### src/sv/mdec_pkg.sv
`default_nettype none

package mdec_pkg;

	// default and upper bound of the longest code, in symbols
	localparam int MAX_CODE_SYMBOLS_DEF = 4;
	localparam int MAX_CODE_SYMBOLS_TOP = 6;

	// slot field in a queue entry is sized for the longest supported code
	localparam int SLOT_FIELD_W = MAX_CODE_SYMBOLS_TOP + 1;

	// entries in the queue between front and back, a power of two
	localparam int QUEUE_DEPTH = 4;

	// stream characters
	localparam logic [7:0] CHAR_DOT   = 8'h2E;
	localparam logic [7:0] CHAR_DASH  = 8'h5F;
	localparam logic [7:0] CHAR_SPACE = 8'h20;
	localparam logic [7:0] CHAR_NONE  = 8'h00;

	typedef enum logic [1:0] {
		KIND_LETTER = 2'd0,
		KIND_SPACE  = 2'd1,
		KIND_ERROR  = 2'd2,
		KIND_END    = 2'd3
	} res_kind_t;

	typedef enum logic [1:0] {
		CMD_WRITE  = 2'd0,
		CMD_LOOKUP = 2'd1,
		CMD_EMIT   = 2'd2
	} cmd_op_t;

	typedef struct packed {
		logic       operation;
		logic [7:0] symbol_char;
		logic       end_of_message;
		logic [2:0] entry_length;
		logic [3:0] entry_pattern;
		logic [7:0] entry_letter;
	} in_item_t;

	typedef struct packed {
		res_kind_t  result_kind;
		logic [7:0] out_char;
		logic       message_done;
	} out_item_t;

	// work handed from the front to the back
	typedef struct packed {
		cmd_op_t                 op;
		logic [SLOT_FIELD_W-1:0] slot;
		logic [7:0]              chr;
		res_kind_t               kind;
		logic                    done;
	} cmd_t;

	// queue status seen by the front
	typedef struct packed {
		logic full;
		logic empty;
	} q_stat_t;

endpackage

`default_nettype wire

### src/sv/mdec_fifo.sv
`default_nettype none

module mdec_fifo (
	input  wire logic           clk,
	input  wire logic           arst_n,
	input  wire logic           push,
	input  wire mdec_pkg::cmd_t push_cmd,
	input  wire logic           pop,
	output mdec_pkg::cmd_t      head_cmd,
	output mdec_pkg::q_stat_t   stat
);
	import mdec_pkg::*;

	localparam int PtrW = $clog2(QUEUE_DEPTH);
	localparam int CntW = $clog2(QUEUE_DEPTH + 1);

	cmd_t            slots_q [QUEUE_DEPTH];
	logic [PtrW-1:0] wr_ptr_q;
	logic [PtrW-1:0] rd_ptr_q;
	logic [CntW-1:0] count_q;

	// pointers and fill count
	always_ff @(posedge clk or negedge arst_n) begin
		if (!arst_n) begin
			wr_ptr_q <= '0;
			rd_ptr_q <= '0;
			count_q  <= '0;
		end else begin
			if (push) begin
				wr_ptr_q <= wr_ptr_q + PtrW'(1);
			end
			if (pop) begin
				rd_ptr_q <= rd_ptr_q + PtrW'(1);
			end
			if (push && !pop) begin
				count_q <= count_q + CntW'(1);
			end else if (pop && !push) begin
				count_q <= count_q - CntW'(1);
			end
		end
	end

	// entry storage
	always_ff @(posedge clk) begin
		if (push) begin
			slots_q[wr_ptr_q] <= push_cmd;
		end
	end

	assign head_cmd   = slots_q[rd_ptr_q];
	assign stat.full  = (count_q == CntW'(QUEUE_DEPTH));
	assign stat.empty = (count_q == '0);

endmodule

`default_nettype wire

### src/sv/mdec_front.sv
`default_nettype none

module mdec_front #(
	parameter int MAX_CODE_SYMBOLS = mdec_pkg::MAX_CODE_SYMBOLS_DEF
) (
	input  wire logic               clk,
	input  wire logic               arst_n,
	input  wire logic               in_valid,
	output logic                    in_ready,
	input  wire mdec_pkg::in_item_t in_data,
	input  wire mdec_pkg::q_stat_t  q_stat,
	output logic                    push,
	output mdec_pkg::cmd_t          push_cmd
);
	import mdec_pkg::*;

	localparam int TableDepth = (1 << (MAX_CODE_SYMBOLS + 1)) - 2;
	localparam int SlotW      = $clog2(TableDepth);
	localparam int LenW       = $clog2(MAX_CODE_SYMBOLS + 1);
	localparam int SumW       = MAX_CODE_SYMBOLS + 2;

	// direct index of a code: 2^len - 2 + pattern
	function automatic logic [SlotW-1:0] slot_of(
		input logic [LenW-1:0]             len,
		input logic [MAX_CODE_SYMBOLS-1:0] pat
	);
		logic [SumW-1:0] one_hot;
		logic [SumW-1:0] mask;
		logic [SumW-1:0] sum;
		one_hot = SumW'(1) << len;
		mask    = one_hot - SumW'(1);
		sum     = one_hot - SumW'(2) + (SumW'(pat) & mask);
		return sum[SlotW-1:0];
	endfunction

	logic [TableDepth-1:0]       valid_q;
	logic [LenW-1:0]             code_len_q;
	logic [MAX_CODE_SYMBOLS-1:0] code_bits_q;
	logic                        code_inv_q;
	logic [1:0]                  space_run_q;
	logic                        err_q;

	logic [LenW-1:0]             len_d;
	logic [MAX_CODE_SYMBOLS-1:0] bits_d;
	logic                        inv_d;
	logic [1:0]                  run_d;
	logic                        err_d;

	logic                        accept;
	logic                        ld_ok;
	logic [SlotW-1:0]            ld_slot;
	logic                        ld_new;
	logic                        is_sym;
	logic                        is_space;
	logic [LenW-1:0]             eff_len;
	logic [MAX_CODE_SYMBOLS-1:0] eff_bits;
	logic                        eff_inv;
	logic [SlotW-1:0]            close_slot;
	logic                        close_ok;

	assign in_ready = !q_stat.full;
	assign accept   = in_valid && in_ready;

	// load side: first write of a slot wins
	assign ld_ok   = (in_data.entry_length != 3'd0)
		&& (in_data.entry_length <= 3'(MAX_CODE_SYMBOLS));
	assign ld_slot = slot_of(LenW'(in_data.entry_length),
		MAX_CODE_SYMBOLS'(in_data.entry_pattern));
	assign ld_new  = in_data.operation && ld_ok && !valid_q[ld_slot];

	// classify the stream character
	assign is_sym   = (in_data.symbol_char == CHAR_DOT) || (in_data.symbol_char == CHAR_DASH);
	assign is_space = (in_data.symbol_char == CHAR_SPACE);

	// code after this character, before any clearing
	always_comb begin
		eff_len  = code_len_q;
		eff_bits = code_bits_q;
		eff_inv  = code_inv_q;
		if (is_sym) begin
			if (code_len_q < LenW'(MAX_CODE_SYMBOLS)) begin
				if (in_data.symbol_char == CHAR_DASH) begin
					eff_bits = code_bits_q | (MAX_CODE_SYMBOLS'(1) << code_len_q);
				end
				eff_len = code_len_q + LenW'(1);
			end else begin
				eff_inv = 1'b1;
			end
		end else if (!is_space) begin
			eff_inv = 1'b1;
		end
	end

	// closing check against the valid map
	assign close_slot = slot_of(eff_len, eff_bits);
	assign close_ok   = !eff_inv && (eff_len != '0) && valid_q[close_slot];

	// next decode state and the command for the back
	always_comb begin
		len_d    = code_len_q;
		bits_d   = code_bits_q;
		inv_d    = code_inv_q;
		run_d    = space_run_q;
		err_d    = err_q;
		push     = 1'b0;
		push_cmd = '{op: CMD_EMIT, slot: '0, chr: CHAR_NONE, kind: KIND_ERROR, done: 1'b0};
		if (accept) begin
			if (in_data.operation) begin
				if (ld_new) begin
					push          = 1'b1;
					push_cmd.op   = CMD_WRITE;
					push_cmd.slot = SLOT_FIELD_W'(ld_slot);
					push_cmd.chr  = in_data.entry_letter;
				end
			end else if (err_q) begin
				// suppressed message: only the end marker goes out
				if (in_data.end_of_message) begin
					push          = 1'b1;
					push_cmd.kind = KIND_END;
					push_cmd.done = 1'b1;
					len_d         = '0;
					bits_d        = '0;
					inv_d         = 1'b0;
					run_d         = 2'd0;
					err_d         = 1'b0;
				end
			end else if (in_data.end_of_message) begin
				// final character: a space always ends the message with an error result
				push          = 1'b1;
				push_cmd.done = 1'b1;
				if (!is_space && close_ok) begin
					push_cmd.op   = CMD_LOOKUP;
					push_cmd.slot = SLOT_FIELD_W'(close_slot);
					push_cmd.kind = KIND_LETTER;
				end
				len_d  = '0;
				bits_d = '0;
				inv_d  = 1'b0;
				run_d  = 2'd0;
				err_d  = 1'b0;
			end else begin
				len_d  = eff_len;
				bits_d = eff_bits;
				inv_d  = eff_inv;
				if (is_space) begin
					push = 1'b1;
					case (space_run_q)
						2'd0: begin
							if (close_ok) begin
								push_cmd.op   = CMD_LOOKUP;
								push_cmd.slot = SLOT_FIELD_W'(close_slot);
								push_cmd.kind = KIND_LETTER;
							end else begin
								err_d = 1'b1;
							end
							len_d  = '0;
							bits_d = '0;
							inv_d  = 1'b0;
							run_d  = 2'd1;
						end
						2'd1: begin
							push_cmd.kind = KIND_SPACE;
							push_cmd.chr  = CHAR_SPACE;
							run_d         = 2'd2;
						end
						default: begin
							err_d = 1'b1;
						end
					endcase
				end else begin
					run_d = 2'd0;
				end
			end
		end
	end

	// decode state and valid map
	always_ff @(posedge clk or negedge arst_n) begin
		if (!arst_n) begin
			valid_q     <= '0;
			code_len_q  <= '0;
			code_bits_q <= '0;
			code_inv_q  <= 1'b0;
			space_run_q <= 2'd0;
			err_q       <= 1'b0;
		end else begin
			if (accept && ld_new) begin
				valid_q[ld_slot] <= 1'b1;
			end
			code_len_q  <= len_d;
			code_bits_q <= bits_d;
			code_inv_q  <= inv_d;
			space_run_q <= run_d;
			err_q       <= err_d;
		end
	end

endmodule

`default_nettype wire

### src/sv/mdec_back.sv
`default_nettype none

module mdec_back #(
	parameter int MAX_CODE_SYMBOLS = mdec_pkg::MAX_CODE_SYMBOLS_DEF
) (
	input  wire logic              clk,
	input  wire logic              arst_n,
	input  wire mdec_pkg::cmd_t    head_cmd,
	input  wire mdec_pkg::q_stat_t q_stat,
	output logic                   pop,
	output logic                   out_valid,
	input  wire logic              out_ready,
	output mdec_pkg::out_item_t    out_data
);
	import mdec_pkg::*;

	localparam int TableDepth = (1 << (MAX_CODE_SYMBOLS + 1)) - 2;
	localparam int SlotW      = $clog2(TableDepth);

	logic [7:0]       letters [TableDepth];
	logic [SlotW-1:0] slot;
	logic             advance;
	logic             valid_s1;
	cmd_t             cmd_s1;
	logic [7:0]       letter_s1;

	assign slot    = head_cmd.slot[SlotW-1:0];
	assign advance = !valid_s1 || out_ready;
	assign pop     = !q_stat.empty && advance;

	// letter store: loads write, lookups read into the output stage
	always_ff @(posedge clk) begin
		if (pop) begin
			if (head_cmd.op == CMD_WRITE) begin
				letters[slot] <= head_cmd.chr;
			end else begin
				letter_s1 <= letters[slot];
			end
			cmd_s1 <= head_cmd;
		end
	end

	// output stage occupancy; writes leave no result
	always_ff @(posedge clk or negedge arst_n) begin
		if (!arst_n) begin
			valid_s1 <= 1'b0;
		end else if (advance) begin
			valid_s1 <= pop && (head_cmd.op != CMD_WRITE);
		end
	end

	// result fields
	always_comb begin
		case (cmd_s1.op)
			CMD_LOOKUP: begin
				out_data.result_kind  = KIND_LETTER;
				out_data.out_char     = letter_s1;
				out_data.message_done = cmd_s1.done;
			end
			CMD_EMIT: begin
				out_data.result_kind  = cmd_s1.kind;
				out_data.out_char     = cmd_s1.chr;
				out_data.message_done = cmd_s1.done;
			end
			default: begin
				out_data.result_kind  = KIND_ERROR;
				out_data.out_char     = CHAR_NONE;
				out_data.message_done = 1'b0;
			end
		endcase
	end

	assign out_valid = valid_s1;

endmodule

`default_nettype wire

### src/sv/morse_symbol_stream_decoder_top.sv
`default_nettype none

// channel   direction  handshake              payload
// input     in         in_valid / in_ready    in_data  (mdec_pkg::in_item_t)
// output    out        out_valid / out_ready  out_data (mdec_pkg::out_item_t)
//
// one item per cycle while the queue is not full; a result passes the front decode,
// the queue, then the letter store read in the output stage.
// a four-entry queue parts the front from the back; in_ready drops only when
// it is full, so an output stall reaches the input after four queued items.
// reset clears the valid map and decode state; the letter store is not cleared.
// load items take a pop from the queue for the store write but give no transfer.

module morse_symbol_stream_decoder_top #(
	parameter int MAX_CODE_SYMBOLS = mdec_pkg::MAX_CODE_SYMBOLS_DEF
) (
	input  wire logic               clk,
	input  wire logic               arst_n,
	input  wire logic               in_valid,
	output logic                    in_ready,
	input  wire mdec_pkg::in_item_t in_data,
	output logic                    out_valid,
	input  wire logic               out_ready,
	output mdec_pkg::out_item_t     out_data
);
	import mdec_pkg::*;

	logic    push;
	logic    pop;
	cmd_t    push_cmd;
	cmd_t    head_cmd;
	q_stat_t q_stat;

	mdec_front #(
		.MAX_CODE_SYMBOLS(MAX_CODE_SYMBOLS)
	) u_front (
		.clk      (clk),
		.arst_n   (arst_n),
		.in_valid (in_valid),
		.in_ready (in_ready),
		.in_data  (in_data),
		.q_stat   (q_stat),
		.push     (push),
		.push_cmd (push_cmd)
	);

	mdec_fifo u_fifo (
		.clk      (clk),
		.arst_n   (arst_n),
		.push     (push),
		.push_cmd (push_cmd),
		.pop      (pop),
		.head_cmd (head_cmd),
		.stat     (q_stat)
	);

	mdec_back #(
		.MAX_CODE_SYMBOLS(MAX_CODE_SYMBOLS)
	) u_back (
		.clk       (clk),
		.arst_n    (arst_n),
		.head_cmd  (head_cmd),
		.q_stat    (q_stat),
		.pop       (pop),
		.out_valid (out_valid),
		.out_ready (out_ready),
		.out_data  (out_data)
	);

	// queue never overflows or underflows
	a_no_overflow: assert property (@(posedge clk) disable iff (!arst_n)
		push |-> !q_stat.full)
		else $error("push into full queue");

	a_no_underflow: assert property (@(posedge clk) disable iff (!arst_n)
		pop |-> !q_stat.empty)
		else $error("pop from empty queue");

	// end marker only closes a message
	a_end_done: assert property (@(posedge clk) disable iff (!arst_n)
		out_valid && (out_data.result_kind == KIND_END) |-> out_data.message_done)
		else $error("end marker without message_done");

	// word space carries the space character, error and end carry none
	a_fixed_char: assert property (@(posedge clk) disable iff (!arst_n)
		out_valid && (out_data.result_kind != KIND_LETTER)
		|-> (out_data.out_char == CHAR_SPACE && out_data.result_kind == KIND_SPACE)
		|| (out_data.out_char == CHAR_NONE && out_data.result_kind != KIND_SPACE))
		else $error("wrong character on non-letter result");

endmodule

`default_nettype wire
### config.mk
export PLATFORM = sky130hd
export DESIGN_NAME = morse_symbol_stream_decoder_top
export DESIGN_NICKNAME = d
export VERILOG_FILES = /design/src/sv/mdec_pkg.sv /design/src/sv/mdec_fifo.sv /design/src/sv/mdec_front.sv /design/src/sv/mdec_back.sv /design/src/sv/morse_symbol_stream_decoder_top.sv
export SDC_FILE = /design/constraint.sdc
export NUM_CORES = 1
export LEC_CHECK = 0
export ABC_AREA = 0
export BUFFER_PORTS_ARGS = -buffer_cell sky130_fd_sc_hd__buf_4
export CORE_MARGIN = 2
export CORE_UTILIZATION = 40
export CTS_CLUSTER_DIAMETER = 150
export CTS_CLUSTER_SIZE = 14
export DETAILED_ROUTE_END_ITERATION = 10
export SYNTH_ARGS = -nofsm -noshare
export SYNTH_HDL_FRONTEND = slang
export SYNTH_HIERARCHICAL = 1
export SYNTH_SLANG_ARGS = --single-unit
### constraint.sdc
create_clock -name clk -period 10.29 [get_ports clk]
set_input_delay 0.5145 -clock clk [delete_from_list [all_inputs] [get_ports clk]]
set_output_delay 0.5145 -clock clk [all_outputs]
set_load 0.02 [all_outputs]
Word-level counts from Yosys, hierarchy flattened
Memories as Yosys holds them, arrays and structs flattened. A register that Yosys moved wholly into a read port is not among the register bits.
Index checks and enable logic that the tools add are counted.
{"block": "classes", "n_shift": 3, "n_lt_le_gt_ge": 5, "n_bitwise": 6, "n_reduce_logical": 34, "mux": 73, "n_eq_ne": 9, "n_addsub": 11}
{"operator": "2-to-1 mux 17 bit", "count": 3}
{"operator": "2-to-1 mux 9 bit", "count": 4}
{"operator": "2-to-1 mux 3 bit", "count": 11}
{"operator": "2-to-1 mux 4 bit", "count": 8}
{"operator": "OR 30 bit", "count": 1}
{"operator": "2-to-1 mux 1 bit", "count": 28}
{"operator": "case mux 11 bit (2 select lines)", "count": 1}
{"operator": "2-to-1 mux 20 bit", "count": 1}
{"operator": "2-to-1 mux 19 bit", "count": 1}
{"operator": "== test 8 x 6 -> 1 bit (second input constant)", "count": 2}
{"operator": "2-to-1 mux 2 bit", "count": 8}
{"operator": "logical AND 1 bit", "count": 13}
{"operator": "less-than comparator 5 x 6 -> 1 bit (second input constant)", "count": 2}
{"operator": "adder 5 bit", "count": 2}
{"operator": "bitwise AND 4 x 5 -> 5 bit", "count": 2}
{"operator": "binary-select mux 1 bit (select 5 bit)", "count": 2}
{"operator": "<< shifter 1 x 3 -> 5 bit (first input constant)", "count": 2}
{"operator": "subtractor 5 x 1 -> 5 bit (second input constant)", "count": 2}
{"operator": "subtractor 5 x 2 -> 5 bit (second input constant)", "count": 2}
{"operator": "== test 8 x 7 -> 1 bit (second input constant)", "count": 1}
{"operator": "zero test 1 bit", "count": 8}
{"operator": "2-to-1 mux 8 bit", "count": 1}
{"operator": "case mux 2 bit (2 select lines)", "count": 2}
{"operator": "adder 3 x 1 -> 3 bit (second input constant)", "count": 2}
{"operator": "24 further kinds", "count": 32}
{"block": "word_totals", "elab_cells": 157, "ram_bits": 320, "inputBits": 29, "reg_bits": 62, "n_memories": 2}
{"memory": "u_back.letters", "depth": 30, "word_bits": 8, "rd": 1, "rd_clocked_by_memory_dff": 1, "write_ports": 1, "line": "mdec_back.sv:20", "source": "logic [7:0] letters [TableDepth];"}
{"memory": "u_fifo.slots_q", "depth": 4, "word_bits": 20, "rd": 1, "rd_clocked_by_memory_dff": 0, "write_ports": 1, "line": "mdec_fifo.sv:17", "source": "cmd_t slots_q [QUEUE_DEPTH];"}

Logic depth before layout (Yosys ltp)
{"block": "logic_depth", "depth_word": 17, "depth_mapped": 23, "ltp_nobuf": 23}

Hierarchy
Netlist, hierarchy kept.
{"module": "mdec_back", "area_per_inst_um2": 10298.6, "seq_area_each_um2": 7862.5, "cells_per_inst": 598, "n_inst": 1}
{"module": "mdec_fifo", "area_per_inst_um2": 3283.1, "seq_area_each_um2": 2577.5, "cells_per_inst": 138, "n_inst": 1}
{"module": "mdec_front", "area_per_inst_um2": 3271.9, "seq_area_each_um2": 1026.0, "cells_per_inst": 347, "n_inst": 1}

Worst setup path after synthesis
No wires, ideal clock.
{"block": "synth_timing", "kind": "input -> register", "start": "input in_data[14] in the netlist's numbering", "end": "register u_fifo.count_q[2]", "required_ns": 10.211, "path_stages": 21, "arrival_time_ns": 4.682, "setup_slack_ns": 5.528, "n_path_buf": 0, "cell_sequence": "or3_1 > ha_1 > nand2b_1 > ha_1 > inv_1 > ha_1 > a21o_1 > a21oi_1 > xor2_1 > xor2_1 > nor3_1 > a22o_1 > nor3_2 > or2_1 > o31a_1 > ha_1 > inv_1 > fa_1 > xor2_1 > nor2_1 > xor2_1"}
{"block": "synth_between", "elab_chain_cells": 14, "elab_cells_between_ends": 21}
{"item": "start: declaration", "line": "morse_symbol_stream_decoder_top.sv:21", "source": "input wire mdec_pkg::in_item_t in_data,"}
{"item": "<< shifter 1 x 3 -> 5 bit", "line": "mdec_front.sv:30", "source": "one_hot = SumW'(1) << len;"}
{"item": "subtractor 5 x 1 -> 5 bit", "line": "mdec_front.sv:31", "source": "mask = one_hot - SumW'(1);"}
{"item": "bitwise AND 4 x 5 -> 5 bit", "line": "mdec_front.sv:32", "source": "sum = one_hot - SumW'(2) + (SumW'(pat) & mask);"}
{"item": "adder 5 bit", "line": "mdec_front.sv:32"}
{"item": "binary-select mux 1 bit (select 5 bit)", "line": "mdec_front.sv:69", "source": "assign ld_new = in_data.operation && ld_ok && !valid_q[ld_slot];"}
{"item": "2-to-1 mux 1 bit (implied by the code)", "line": "mdec_front.sv:69"}
{"item": "zero test 1 bit", "line": "mdec_front.sv:69"}
{"item": "logical AND 1 bit *", "line": "mdec_front.sv:69"}
{"item": "2-to-1 mux 1 bit *", "line": "mdec_front.sv:109", "source": "if (ld_new) begin"}
{"item": "2-to-1 mux 1 bit *", "line": "mdec_front.sv:108", "source": "if (in_data.operation) begin"}
{"item": "2-to-1 mux 1 bit *", "line": "mdec_front.sv:107", "source": "if (accept) begin"}
{"item": "named net push", "line": "morse_symbol_stream_decoder_top.sv:28", "source": "logic push;"}
{"item": "zero test 1 bit", "line": "mdec_fifo.sv:37", "source": "end else if (pop && !push) begin"}
{"item": "logical AND 1 bit", "line": "mdec_fifo.sv:37"}
{"item": "nonzero test 2 bit (no source line)"}
{"item": "end signal: assignment", "line": "mdec_fifo.sv:36", "source": "count_q <= count_q + CntW'(1);"}
{"item": "end signal: assignment", "line": "mdec_fifo.sv:38", "source": "count_q <= count_q - CntW'(1);"}
{"item": "end: declaration", "line": "mdec_fifo.sv:20", "source": "logic [CntW-1:0] count_q;"}
The timed path passes the listed nets; every way through them passes the cells marked *. The select of a mux whose other input is x is not followed.
A chain may end at the register's enable or synchronous reset.

==> results_dict.tcl <==
set metrics [dict create \
    worst-path-buf-inv 2 \
    worst_hold_path.num_cells 2 \
    post_drt_wl_per_cell_um 22.8 \
    drc 0 \
    clkPwrFrac 0.229 \
    status "finished, final reports clean" \
    fin_crit_ns 5.11 \
    drive_gt1_frac 0.112 \
    cpPeakStageDelay_ns 0.57 \
    post-route-period-util 0.497 \
    p_per_area_nw_per_um2 264 \
    grt_pass1_vias 9208 \
    antennaDiodeCount 0 \
    clock-sinks 382 \
    p_seq_frac 0.444 \
    portBuffers 41 \
    tns_ns 0 \
    tightest_slew_ns 1.04 \
    cts_root_buffer "clkbuf_16" \
    grt_max_degree 54 \
    antenna_found_initial 0 \
    path_cells "inv_1 -> ha_1 -> or4b_1 -> a211oi_4 -> a21o_1 -> inv_1 -> ha_1 -> o21ai_0 -> fa_1 -> xnor2_1 -> and3_1 -> a31oi_1 -> a31oi_1 -> a21oi_1 -> nor4_2 -> mux2_4 -> a32oi_1 -> nor2_1" \
    critPathMaxFanout 9 \
    die-area_sq_um 43000 \
    cp_num_cells 18 \
    worstRegToRegCells 18 \
    num_rows 74 \
    worstPathRequired_ns 10.64 \
    cts.clk_slew.worst_paths_ns 0.07 \
    p_int_mw 3.16 \
    critPathSlowestCell "or4b_1" \
    drt_pre_antenna_iters 6 \
    ant_nets 0 \
    hold_viol_final 0 \
    dp_cells 1598 \
    worstPathArrival_ns 5.47 \
    clk_latency_ns 0.59 \
    cp_top_family "simple AND/OR/NAND/NOR gates" \
    cts_tree "yes" \
    skew_ns 0.0145 \
    switching_share 0.342 \
    yosysWarnings 6 \
    cts_setup_buffers 0 \
    hold_class "input pin to flop" \
    gr-usage-all-layers 0.172 \
    initialDrtViolationCount 820 \
    gp_congestion 0.825 \
    fmax_ghz 0.196 \
    die_h_um 207 \
    final_common_cell "edfxtp_1" \
    combPwrFrac 0.327 \
    switchingPower_mw 1.65 \
    final_cells 1657 \
    syn_to_final_growth_pct 10.1 \
    mostFrequentLayoutCells "edfxtp_1 (333), mux2i_1 (124), nor2_1 (79)" \
    cp-startpoint "u_front/code_len_q[0]" \
    timing.rr.start "u_front/code_len_q[0]" \
    core_area_sq_um 40800 \
    path_class "flop to flop" \
    clockBufferDepth 3 \
    dieWidth_um 207 \
    syn_area_per_cell_sq_um 15.5 \
    synth_cells 1071 \
    gr-total-overflow 0 \
    min-delay-start "in_data[15]" \
    h-tree-depth 1 \
    rsz0062_at_grt "false" \
    power.leakage_nw 6.54 \
    slew_violations 0 \
    tritoncts.num_buffers 31 \
    vias_per_cell 5.68 \
    power.total_mw 4.81 \
    grt_pass1_wl_um 57200 \
    start_util 0.405 \
    setup_viol 0 \
    hpwl_um 24400 \
    slew_headroom 0.303 \
    wl_um 37700 \
    synth.cell_area_sq_um 16600 \
    vdd_ir_drop_max_mv 0.154 \
    setup.worst_path.end_class "flop" \
    max-cap-violations 0 \
    layout.nets 1155 \
    num_vias 9408 \
    io_pins 42 \
    startpoint_type "flop" \
]
## routing by layer
layer  up-vias  global-route usage  part of all wire
met2       255               0.280              0.48
met1      4804               0.244              0.45
li1       4290                   -                 -
met4         0              0.0478             0.025
met3        59              0.0228             0.047
met5         -                   0                 0
## through the flow
stage	setup WS, ns	area, sq um	hold slack (ns)	utilization
final	5.18	18200	0.198	0.446
after global routing	4.75	18200	0.179	0.446
after CTS	5.20	18200	0.159	0.446
after detailed placement	4.94	17300	0.473	0.424
after global placement	5.08	17300	0.473	0.424
after floorplan	5.53	16600	0.219	-
## power by group through the flow
stage | logic (mW) | clock network [mW] | registers, mW
after CTS | 1.59 | 1.13 | 2.14
after global routing | 1.68 | 1.19 | 2.15
after detailed placement | 1.58 | 0 | 2.17
after global placement | 1.56 | 0 | 2.16
after floorplan | 1.06 | 0 | 2.15
final | 1.57 | 1.10 | 2.14
## repair_timing
| action | CTS | global route |
|---|---|---|
| hold buffers | 1 | 0 |
| resized for setup | 0 | 0 |
| endpoints found under the hold margin | 49 | 0 |
## area by class of cell
type,instances,area (sq um)
Timing Repair Buffer,50,378
Clock inverter,2,31.3
Fill cell,3622,22600
Inverter,24,90.1
Tap cell,532,666
Multi-Input combinational cell,611,4970
Sequential cell,382,11200
Clock buffer,56,870
## state kept, by name, summed over array words and instances (netlist names)
| register | count |
|---|---|
| u_front/code_inv_q | 1 |
| u_fifo/rd_ptr_q | 2 |
| u_fifo/count_q | 3 |
| u_back/letters | 240 |
| u_front/space_run_q | 2 |
| u_front/err_q | 1 |
| u_front/valid_q | 30 |
| u_back/cmd_s1 | 13 |
| u_fifo/slots_q | 72 |
| u_back/out_valid | 1 |
| u_front/code_bits_q | 4 |
| u_fifo/wr_ptr_q | 2 |
| u_front/code_len_q | 3 |
| u_back/letter_s1 | 8 |
## final timing paths
path                                     endpoint  slack, ns
hold reg to reg               u_front/valid_q[10]       0.49
hold / removal             u_front/space_run_q[1]       0.20
setup / recovery            u_fifo/slots_q[3][14]       5.18
min in group asynchronous  u_front/code_bits_q[0]       0.51
setup reg to reg            u_fifo/slots_q[3][14]       5.18
max in group asynchronous           u_front/err_q       9.32
Note: power is estimated with default switching activity, not from simulation.
